==> config.mk <==
export PLATFORM = sky130hd
export DESIGN_NAME = word_crc32_engine_flat
export DESIGN_NICKNAME = d
export VERILOG_FILES = /design/src/design/wcrc32_pkg.sv /design/src/design/wcrc32_in_if.sv /design/src/design/wcrc32_out_if.sv /design/src/design/wcrc32_cfg_if.sv /design/src/design/wcrc32_state.sv /design/src/design/word_crc32_engine.sv /design/src/flat_wrapper.sv
export VERILOG_INCLUDE_DIRS = /design/src /design/src/design
export SDC_FILE = /design/constraint.sdc
export NUM_CORES = 1
export LEC_CHECK = 0
export BUFFER_PORTS_ARGS = -buffer_cell sky130_fd_sc_hd__buf_2
export CAP_MARGIN = 30
export CELL_PAD_IN_SITES_DETAIL_PLACEMENT = 1
export CELL_PAD_IN_SITES_GLOBAL_PLACEMENT = 2
export CORE_MARGIN = 2
export CORE_UTILIZATION = 44
export DETAILED_ROUTE_END_ITERATION = 8
export PLACE_DENSITY = 0.95
export SLEW_MARGIN = 0
export SYNTH_ARGS = -nofsm -noshare
export SYNTH_HDL_FRONTEND = slang
export SYNTH_SLANG_ARGS = --single-unit
==> constraint.sdc <==
create_clock -name clk -period 3.7 [get_ports clk]
set_input_delay 0.74 -clock clk [delete_from_list [all_inputs] [get_ports clk]]
set_output_delay 0.74 -clock clk [all_outputs]
set_load 0.05 [all_outputs]
==> src/design/word_crc32_engine_macros.svh <==
// Assertion shorthands for the word CRC-32 engine.
// Each one samples on clk and stays quiet while rst_n is low.
`ifndef WORD_CRC32_ENGINE_MACROS_SVH
`define WORD_CRC32_ENGINE_MACROS_SVH

// Same-cycle implication.
`define WCRC32_ASSERT_SAME(lbl, ante, cons, msg) \
  lbl: assert property (@(posedge clk) disable iff (!rst_n) (ante) |-> (cons)) \
    else $error(msg);

// Next-cycle implication.
`define WCRC32_ASSERT_NEXT(lbl, ante, cons, msg) \
  lbl: assert property (@(posedge clk) disable iff (!rst_n) (ante) |=> (cons)) \
    else $error(msg);

`endif

==> src/design/wcrc32_pkg.sv <==
package wcrc32_pkg;

  localparam int unsigned CRC_W     = 32;
  localparam int unsigned BYTE_W    = 8;
  localparam int unsigned CRC_STEPS = 32;

  typedef logic [CRC_W-1:0] crc_t;
  typedef crc_t fold_cols_t [CRC_W];

  localparam crc_t CRC_POLY = 32'hEDB8_8320;
  localparam crc_t CRC_INIT = 32'hFFFF_FFFF;

  // Control handed from the front register to the state update.
  typedef struct packed {
    logic adv;   // beat moves into the result register this cycle
    logic last;  // beat closes a block
  } upd_ctl_t;

  // Response of the 32-step fold to each single input bit.
  function automatic fold_cols_t gen_fold_cols();
    fold_cols_t cols;
    crc_t       v;
    for (int i = 0; i < CRC_W; i++) begin
      v = crc_t'(1) << i;
      for (int k = 0; k < CRC_STEPS; k++) begin
        v = (v >> 1) ^ (v[0] ? CRC_POLY : '0);
      end
      cols[i] = v;
    end
    return cols;
  endfunction

  localparam fold_cols_t FOLD_COLS = gen_fold_cols();

  // The fold is linear over GF(2): XOR together the columns of the set bits.
  function automatic crc_t crc_fold(crc_t v);
    crc_t acc;
    acc = '0;
    for (int i = 0; i < CRC_W; i++) begin
      if (v[i]) begin
        acc = acc ^ FOLD_COLS[i];
      end
    end
    return acc;
  endfunction

endpackage

==> src/design/wcrc32_in_if.sv <==
interface wcrc32_in_if;
  import wcrc32_pkg::*;

  logic valid;
  logic ready;
  crc_t data_word;
  logic last;

  modport source (output valid, output data_word, output last, input ready);
  modport sink   (input valid, input data_word, input last, output ready);
endinterface

==> src/design/wcrc32_out_if.sv <==
interface wcrc32_out_if;
  import wcrc32_pkg::*;

  logic valid;
  logic ready;
  crc_t crc_value;

  modport source (output valid, output crc_value, input ready);
  modport sink   (input valid, input crc_value, output ready);
endinterface

==> src/design/wcrc32_cfg_if.sv <==
interface wcrc32_cfg_if;
  logic valid;
  logic ready;
  logic byte_mode;

  modport source (output valid, output byte_mode, input ready);
  modport sink   (input valid, input byte_mode, output ready);
endinterface

==> src/design/wcrc32_state.sv <==
module wcrc32_state (
  input  logic                clk,
  input  logic                rst_n,
  input  wcrc32_pkg::upd_ctl_t ctl,
  input  wcrc32_pkg::crc_t    item,
  output wcrc32_pkg::crc_t    fold_val,
  output wcrc32_pkg::crc_t    running_crc
);
  import wcrc32_pkg::*;

  crc_t running_crc_r;
  crc_t running_crc_nxt;

  always_comb begin
    fold_val        = crc_fold(running_crc_r ^ item);
    running_crc_nxt = running_crc_r;
    if (ctl.adv) begin
      // restart the chain after a closing beat
      running_crc_nxt = ctl.last ? CRC_INIT : fold_val;
    end
  end

  always_ff @(posedge clk) begin
    if (!rst_n) begin
      running_crc_r <= CRC_INIT;
    end else begin
      running_crc_r <= running_crc_nxt;
    end
  end

  assign running_crc = running_crc_r;

endmodule

==> src/design/word_crc32_engine.sv <==
// Word-wise reflected CRC-32 engine (polynomial 0xEDB88320, seed all ones).
// Channels:
//   in_bus  : valid/ready beats carrying data_word (32 bits) and last.
//   out_bus : valid/ready beats carrying crc_value, one per input beat, in order.
//   cfg_bus : valid/ready writes of byte_mode; always ready. In byte mode only
//             the low 8 bits of data_word enter the CRC. Write it while idle.
// Each beat is folded into the running CRC and the inverted result is
// returned; a beat with last set restarts the running CRC for the next beat.
// Path: a beat accepted on in_bus is held in the front register, folded into
// the result register when that can take it, and shown on out_bus from there.
// Throughput: one beat per cycle while out_bus is not held. The front
// register and the result register form a two-entry pipeline; the CRC update
// is one XOR network between them, the running CRC fed back in the same cycle.
// Stall: while out_bus is held, the result register holds its beat and the
// front register still takes one more beat; in_bus ready drops after that.
// Reset (synchronous, rst_n low): both pipeline registers empty, running
// CRC back to all ones, byte_mode cleared to word mode.
`include "word_crc32_engine_macros.svh"

module word_crc32_engine (
  input  logic          clk,
  input  logic          rst_n,
  wcrc32_in_if.sink     in_bus,
  wcrc32_out_if.source  out_bus,
  wcrc32_cfg_if.sink    cfg_bus
);
  import wcrc32_pkg::*;

  // configuration
  logic     byte_mode_r;

  // front register: captured beat, already masked for byte mode
  logic     s1_vld_r;
  crc_t     s1_item_r;
  logic     s1_last_r;

  // result register
  logic     out_vld_r;
  crc_t     out_crc_r;

  logic     in_take;
  logic     adv;
  upd_ctl_t upd_ctl;
  crc_t     fold_val;
  crc_t     running_crc;
  crc_t     item_masked;

  // Advance the front beat when the result register is empty or draining.
  assign adv     = s1_vld_r && (!out_vld_r || out_bus.ready);
  assign in_take = in_bus.valid && in_bus.ready;

  assign in_bus.ready  = !s1_vld_r || adv;
  assign cfg_bus.ready = 1'b1;

  assign out_bus.valid     = out_vld_r;
  assign out_bus.crc_value = out_crc_r;

  // Drop the upper 24 bits in byte mode.
  assign item_masked = byte_mode_r
                     ? {{(CRC_W-BYTE_W){1'b0}}, in_bus.data_word[BYTE_W-1:0]}
                     : in_bus.data_word;

  assign upd_ctl.adv  = adv;
  assign upd_ctl.last = s1_last_r;

  wcrc32_state u_state (
    .clk         (clk),
    .rst_n       (rst_n),
    .ctl         (upd_ctl),
    .item        (s1_item_r),
    .fold_val    (fold_val),
    .running_crc (running_crc)
  );

  // configuration register
  always_ff @(posedge clk) begin
    if (!rst_n) begin
      byte_mode_r <= 1'b0;
    end else if (cfg_bus.valid && cfg_bus.ready) begin
      byte_mode_r <= cfg_bus.byte_mode;
    end
  end

  // pipeline control
  always_ff @(posedge clk) begin
    if (!rst_n) begin
      s1_vld_r  <= 1'b0;
      out_vld_r <= 1'b0;
    end else begin
      if (in_take) begin
        s1_vld_r <= 1'b1;
      end else if (adv) begin
        s1_vld_r <= 1'b0;
      end
      if (adv) begin
        out_vld_r <= 1'b1;
      end else if (out_bus.ready) begin
        out_vld_r <= 1'b0;
      end
    end
  end

  // payload: hold unless a new beat arrives
  always_ff @(posedge clk) begin
    if (in_take) begin
      s1_item_r <= item_masked;
      s1_last_r <= in_bus.last;
    end
    if (adv) begin
      out_crc_r <= ~fold_val;
    end
  end

  // A closing beat leaves the running CRC at its seed.
  `WCRC32_ASSERT_NEXT(a_last_reseeds, adv && s1_last_r, running_crc == CRC_INIT, "CRC not reseeded after last beat")
  // A non-closing beat leaves the result equal to the inverted running CRC.
  `WCRC32_ASSERT_NEXT(a_result_tracks, adv && !s1_last_r, out_crc_r == ~running_crc, "result does not match running CRC")
  // Both registers full and the sink stalled: the input must back off.
  `WCRC32_ASSERT_SAME(a_full_backpressure, s1_vld_r && out_vld_r && !out_bus.ready, !in_bus.ready, "input ready while pipeline full and stalled")
  // An advancing beat always lands in the result register.
  `WCRC32_ASSERT_NEXT(a_adv_fills_out, adv, out_vld_r, "advanced beat lost")

endmodule
==> src/flat_wrapper.sv <==
// flat-port wrapper written by rule: the top's interface ports become plain ports
module word_crc32_engine_flat import wcrc32_pkg::*;
  (clk, rst_n, in_bus_valid, in_bus_data_word, in_bus_last, in_bus_ready, out_bus_valid, out_bus_crc_value, out_bus_ready, cfg_bus_valid, cfg_bus_byte_mode, cfg_bus_ready);
  wcrc32_in_if in_bus_i ();
  wcrc32_out_if out_bus_i ();
  wcrc32_cfg_if cfg_bus_i ();
  input  logic clk;
  input  logic rst_n;
  input wire logic [$bits(in_bus_i.valid)-1:0] in_bus_valid;
  input wire logic [$bits(in_bus_i.data_word)-1:0] in_bus_data_word;
  input wire logic [$bits(in_bus_i.last)-1:0] in_bus_last;
  output wire logic [$bits(in_bus_i.ready)-1:0] in_bus_ready;
  output wire logic [$bits(out_bus_i.valid)-1:0] out_bus_valid;
  output wire logic [$bits(out_bus_i.crc_value)-1:0] out_bus_crc_value;
  input wire logic [$bits(out_bus_i.ready)-1:0] out_bus_ready;
  input wire logic [$bits(cfg_bus_i.valid)-1:0] cfg_bus_valid;
  input wire logic [$bits(cfg_bus_i.byte_mode)-1:0] cfg_bus_byte_mode;
  output wire logic [$bits(cfg_bus_i.ready)-1:0] cfg_bus_ready;
  assign in_bus_i.valid = in_bus_valid;
  assign in_bus_i.data_word = in_bus_data_word;
  assign in_bus_i.last = in_bus_last;
  assign in_bus_ready = in_bus_i.ready;
  assign out_bus_valid = out_bus_i.valid;
  assign out_bus_crc_value = out_bus_i.crc_value;
  assign out_bus_i.ready = out_bus_ready;
  assign cfg_bus_i.valid = cfg_bus_valid;
  assign cfg_bus_i.byte_mode = cfg_bus_byte_mode;
  assign cfg_bus_ready = cfg_bus_i.ready;
  word_crc32_engine u_core (.clk(clk), .rst_n(rst_n), .in_bus(in_bus_i), .out_bus(out_bus_i), .cfg_bus(cfg_bus_i));
endmodule
Yosys cells after proc, flatten, opt, wreduce, memory -nomap -nowiden. Index checks and enable logic that the tools add are counted.

Flip-flop bits (word level): 100. Logic and storage cells: 86. Output and inout bits: 35. Input port bits: 39.

Mux-type cells: 37. Reductions and logical operators: 8. Bitwise gates (word level): 33.

Operator list (number): $mux W32 (14); $mux W31 (6); $mux W30 (4); $not A13 Y13 (9); $mux W29 (3); $not A14 Y14 (6); $not A15 Y15 (4); $mux W28 (2); $mux W27 (2); $not A12 Y12 (4); $not A16 Y16 (3); $not A32 Y32 (1); $xor A32 B32 Y32 (1); $mux W26 (1); $mux W25 (1); $not A11 Y11 (2); $not A20 Y20 (1); $not A18 Y18 (1); $not A17 Y17 (1); $mux W1 (4); $reduce_bool A2 Y1 (2); $logic_and A1 B1 Y1 (2); $logic_not A1 Y1 (2); $logic_or A1 B1 Y1 (2).

Longest topological paths before layout.
Depth in word-level cells: 65. Mapped depth: 6. Gate-level depth less buffers: 6.

Modules after synthesis. Synthesis repeated with hierarchy kept, for this count alone.

Cells, all modules: 447. Area, all modules: 6346.1 µm².

By module, submodules not included: wcrc32_state (cells an instance 310, area each 3957.5 µm², times used 1); word_crc32_engine (cells an instance 137, area each 2388.5 µm², times used 1).

Worst setup path after synthesis. Ideal clock, no wire load.

Path type: input to register. From: in out_bus_ready. To: reg u_core.s1_item_r[0], enable pin. Path buffers: 1. Data required time: 3.307 ns. Cell stages on the path: 4. Data arrival time: 2.203 ns. Slack: 1.104 ns. Path through: nor2b_1 > clkbuf_1 > nand2_1 > and2_1.

Longest elaborated chain between the ends: 4.

Ends and longest elaborated chain: start, declared (line flat_wrapper.sv:15) `input wire logic [$bits(out_bus_i.ready)-1:0] out_bus_ready;`; $logic_or A1 B1 Y1 (line word_crc32_engine.sv:49) `assign adv = s1_vld_r && (!out_vld_r || out_bus.ready);`; $logic_and A1 B1 Y1 (line word_crc32_engine.sv:49); $logic_or A1 B1 Y1 (line word_crc32_engine.sv:52) `assign in_bus.ready = !s1_vld_r || adv;`; net in_bus_ready (line flat_wrapper.sv:12) `output wire logic [$bits(in_bus_i.ready)-1:0] in_bus_ready;`; $logic_and A1 B1 Y1 (line word_crc32_engine.sv:50) `assign in_take = in_bus.valid && in_bus.ready;`; net u_core.in_take (line word_crc32_engine.sv:41) `logic in_take;`; end signal, assigned (line word_crc32_engine.sv:106) `s1_item_r <= item_masked;`; end, declared (line word_crc32_engine.sv:34) `crc_t s1_item_r;`.

The timed path passes the listed nets, and every way through them passes these cells. A chain may end at the register's enable or synchronous reset.

Final worst setup path.
From: reg u_core.s1_item_r[0]. To: reg u_core.u_state.running_crc_r[18] (netlist: u_core.u_state.running_crc[18]).

Longest elaborated chain between the ends: 49.

Ends and longest elaborated chain: $xor A32 B32 Y32 (*) (line wcrc32_state.sv:15) `fold_val = crc_fold(running_crc_r ^ item);`; $mux W32 (*) (3 in a row) (line wcrc32_pkg.sv:40) `if (v[i]) begin`; $not A17 Y17 (no line); $mux W32 (*) (line wcrc32_pkg.sv:40); $mux W31 (*) (line wcrc32_pkg.sv:40); $mux W32 (*) (line wcrc32_pkg.sv:40); $not A15 Y15 (no line); $mux W32 (*) (2 in a row) (line wcrc32_pkg.sv:40); [... 30 more ...]; $not A14 Y14 (no line); $mux W29 (*) (line wcrc32_pkg.sv:40); $not A14 Y14 (no line); $mux W30 (*) (line wcrc32_pkg.sv:40); $not A14 Y14 (no line); $mux W31 (*) (line wcrc32_pkg.sv:40); $mux W32 (*) (line wcrc32_pkg.sv:40); $mux W32 (*) (line wcrc32_state.sv:19) `running_crc_nxt = ctl.last ? CRC_INIT : fold_val;`; end signal, assigned (line wcrc32_state.sv:27) `running_crc_r <= running_crc_nxt;`; end, declared (line wcrc32_state.sv:11) `crc_t running_crc_r;`.

Every way passes the cells marked *; elsewhere a longest branch is shown, timed or not.

==> summary.txt <==
Run status
  – Outcome: finished clean

Critical path
  – Critical path's top delay family: XOR/XNOR gates
  – Required time worst endpoint: 3.95 ns
  – CP max-delay cell: xor3_1
  – Worst setup path category: reg -> reg
  – CP Max Fanout: 6
  – Worst EP arrival: 3.03 ns
  – Crit-path cells: xnor2_2 > xor3_1 > xnor2_1 > xnor3_1 > o22a_1
  – Crit end category: flop
  – Startpoint types: flop
  – CP max stage delay: 0.61 ns
  – Crit path buffers/inverters: 0

GRT
  – Met3 GRT Util: 3.726%
  – GR Layer Usage met1: 29.31%
  – Initial antenna violation count: 0
  – Vias in the first global route: 3870
  – First-pass GRT wire length: 23150 microns
  – Grt ovf: 0
  – GR Layer Usage met2: 36.65%
  – Largest net degree at the start of global routing: 34
  – Busiest grt layer: met2
  – Gr usage total: 22.05%

Clock network
  – CTS tree: yes
  – Inserted Clock Buffers: 9
  – CTS root buffer: clkbuf_16
  – Number of hold buffers added after cts: 0
  – Setup repair bufs after CTS: 0
  – CTS Sinks: 100
  – Post_cts resized: 0
  – Reg clk slew, reported paths: 0.07 ns
  – Clk_lat worst skew: 0.36 ns
  – Clock buffer depth: 2
  – H-tree Lvls: 3

Final layout
  – Final net count: 569
  – Share of cells above drive strength 1: 22.06%
  – Seq. cell area: 2653 sq um
  – Fin util: 52.26%
  – Ant diodes: 0
  – P&R area growth vs syn: 15.57%
  – Fill cell count: 1396
  – Area of the multi-input gates: 3267 sq um
  – Final non-filler cell total: 711

Timing
  – Final setup fails: 0
  – Max Clk Rate: 359.2 MHz
  – Final hold violation count: 0
  – Skew final: 0.008515 ns
  – Slew headroom: 38.50%
  – TNS Setup: 0 ns
  – Worst-margin pin slew: 0.9159 ns
  – Post-layout minimum cycle time: 2.784 ns
  – RSZ-0062 raised after global routing: false
  – Final Cycle Share: 75.25%
  – Max-slew violations: 0

Drt
  – Number of DRC markers in iteration 0: 204
  – Remaining DRCs: 0
  – Drt pass-1 iters: 4
  – Vias: 3488
  – Routed Wire Length: 14970 microns
  – Detail Route Antenna Nets: 0
  – DR vias/cell: 4.906
  – Drt wl/cell: 21.06 microns

Floorplanning
  – I/O pin cnt: 74
  – Area of the core: 13240 sq um
  – FP Rows: 42
  – Initial Util: 45.22%
  – Die X: 120.7 microns
  – DIE AREA: 14560 sq um
  – DIE HEIGHT: 120.7 microns

Synth
  – Flops & latches, synth: 100
  – Synth top area share: 32.60%
  – Mean post-synth cell area: 13.34 sq um
  – Cell taking the most area after synthesis: edfxtp_1
  – Mapped Nets: 488
  – Post-Synthesis Cells: 449
  – Post-synthesis cell area: 5988 sq um
  – Yosys warns: 0
  – Register area share after synthesis: 44.30%
  – Netlist cell types: 31
  – Synth top area cells: edfxtp_1 (33%), xnor2_1 (19%), dfxtp_1 (12%), xnor3_1 (11%), xor2_1 (5.4%)

Placed design
  – Gpl congestion: 0.9668
  – Placed Cells: 695
  – Port bufs: 72
  – Hpwl dp: 11610 microns

Min path
  – Worst Hold Class: reg -> reg

Run
  – Max cap viols: 0
worst paths after layout:
path	start	to	slack [ns]	depth (start not counted)
setup reg to reg	u_core.s1_item_r[0]	u_core.u_state.running_crc[18]	0.92	5
hold reg to reg	u_core.u_state.running_crc[18]	u_core.u_state.running_crc[18]	0.49	1
setup / recovery	u_core.s1_item_r[0]	u_core.u_state.running_crc[18]	0.92	5
hold / removal	u_core.u_state.running_crc[18]	u_core.u_state.running_crc[18]	0.49	1
stage by stage:
stage | cell area [sq um] | hold WS [ns] | setup slack (ns)
2_1_floorplan | 5988 | 0.4568 | 1.104
3_3_place_gp | 6594 | 0.4709 | 0.9623
3_5_place_dp | 6624 | 0.4745 | 0.9605
4_1_cts | 6920 | 0.4946 | 0.9382
5_1_grt | 6920 | 0.5214 | 0.8149
6_report | 6920 | 0.4940 | 0.9158
cell type report:
cell class / instances / share of cell area, %
inverter: 11 / 0.5966
clock buffer: 13 / 3.616
timing repair buffer: 81 / 6.400
clock inverter: 3 / 0.6690
multi-input combinational: 327 / 47.21
tap: 176 / 3.182
sequential: 100 / 38.33
cell usage after synthesis:
library cell	count
xnor2_1	130
edfxtp_1	65
xor2_1	37
dfxtp_1	35
xnor3_1	30
nor2b_1	27
nor2_1	23
a21oi_1	20
xnor2_2	13
inv_1	11
clkbuf_1	10
nand2_1	10
xor3_1	8
o22ai_1	7
xnor2_4	3
o21ai_0	2
o22a_1	2
o2bb2ai_1	2
xor2_2	2
a21oi_2	1
and2_1	1
buf_4	1
conb_1	1
mux2i_1	1
nand3b_1	1
nor3_1	1
nor4b_1	1
o21a_1	1
or3_1	1
xnor3_2	1
xor3_2	1
cells in the final DEF, fill, tap and decap left out, drive strengths merged:
master	n
xnor2	146
buf	81
edfxtp	65
xor2	39
dfxtp	35
xnor3	31
nor2b	27
nor2	23
a21oi	21
clkbuf	13
inv	11
nand2	10
xor3	9
o22ai	7
o2bb2ai	2
o22a	2
o21ai	2
and2	1
nor4b	1
or3	1
o21a	1
mux2i	1
nor3	1
nand3b	1
conb	1
clkinv	1
clkinvlp	1
bufinv	1
logic make-up (layout without fill, tap and decap cells):
family | Yosys count | in the layout | synth area share (%)
XOR/XNOR | 225 | 225 | 45.15
flip-flops | 100 | 100 | 44.30
AND/OR/NAND/NOR | 65 | 65 | 5.454
AO/OA/AOI/OAI | 35 | 35 | 3.427
buffers and inverters | 22 | 108 | 1.442
other | 1 | 1 | 0.06262
multiplexers | 1 | 1 | 0.1672
state kept, by name, summed over array words and instances (netlist names):
signal,flops
u_core.u_state.running_crc,32
u_core.s1_vld_r,1
u_core.out_bus.valid,1
u_core.out_bus.crc_value,32
u_core.s1_last_r,1
u_core.byte_mode_r,1
u_core.s1_item_r,32
routing by layer:
| layer | share of wire (%) | wire [microns] | up-vias |
|---|---|---|---|
| met5 | 0 | 0 | - |
| li1 | - | - | 1656 |
| met3 | 4.8 | 712 | 14 |
| met1 | 44 | 6537 | 1733 |
| met4 | 1.6 | 242 | 0 |
| met2 | 50 | 7482 | 85 |
Power is left out: the tool's default activity adds up to more than one toggle a clock period on the data nets, which glitch-free logic cannot reach.
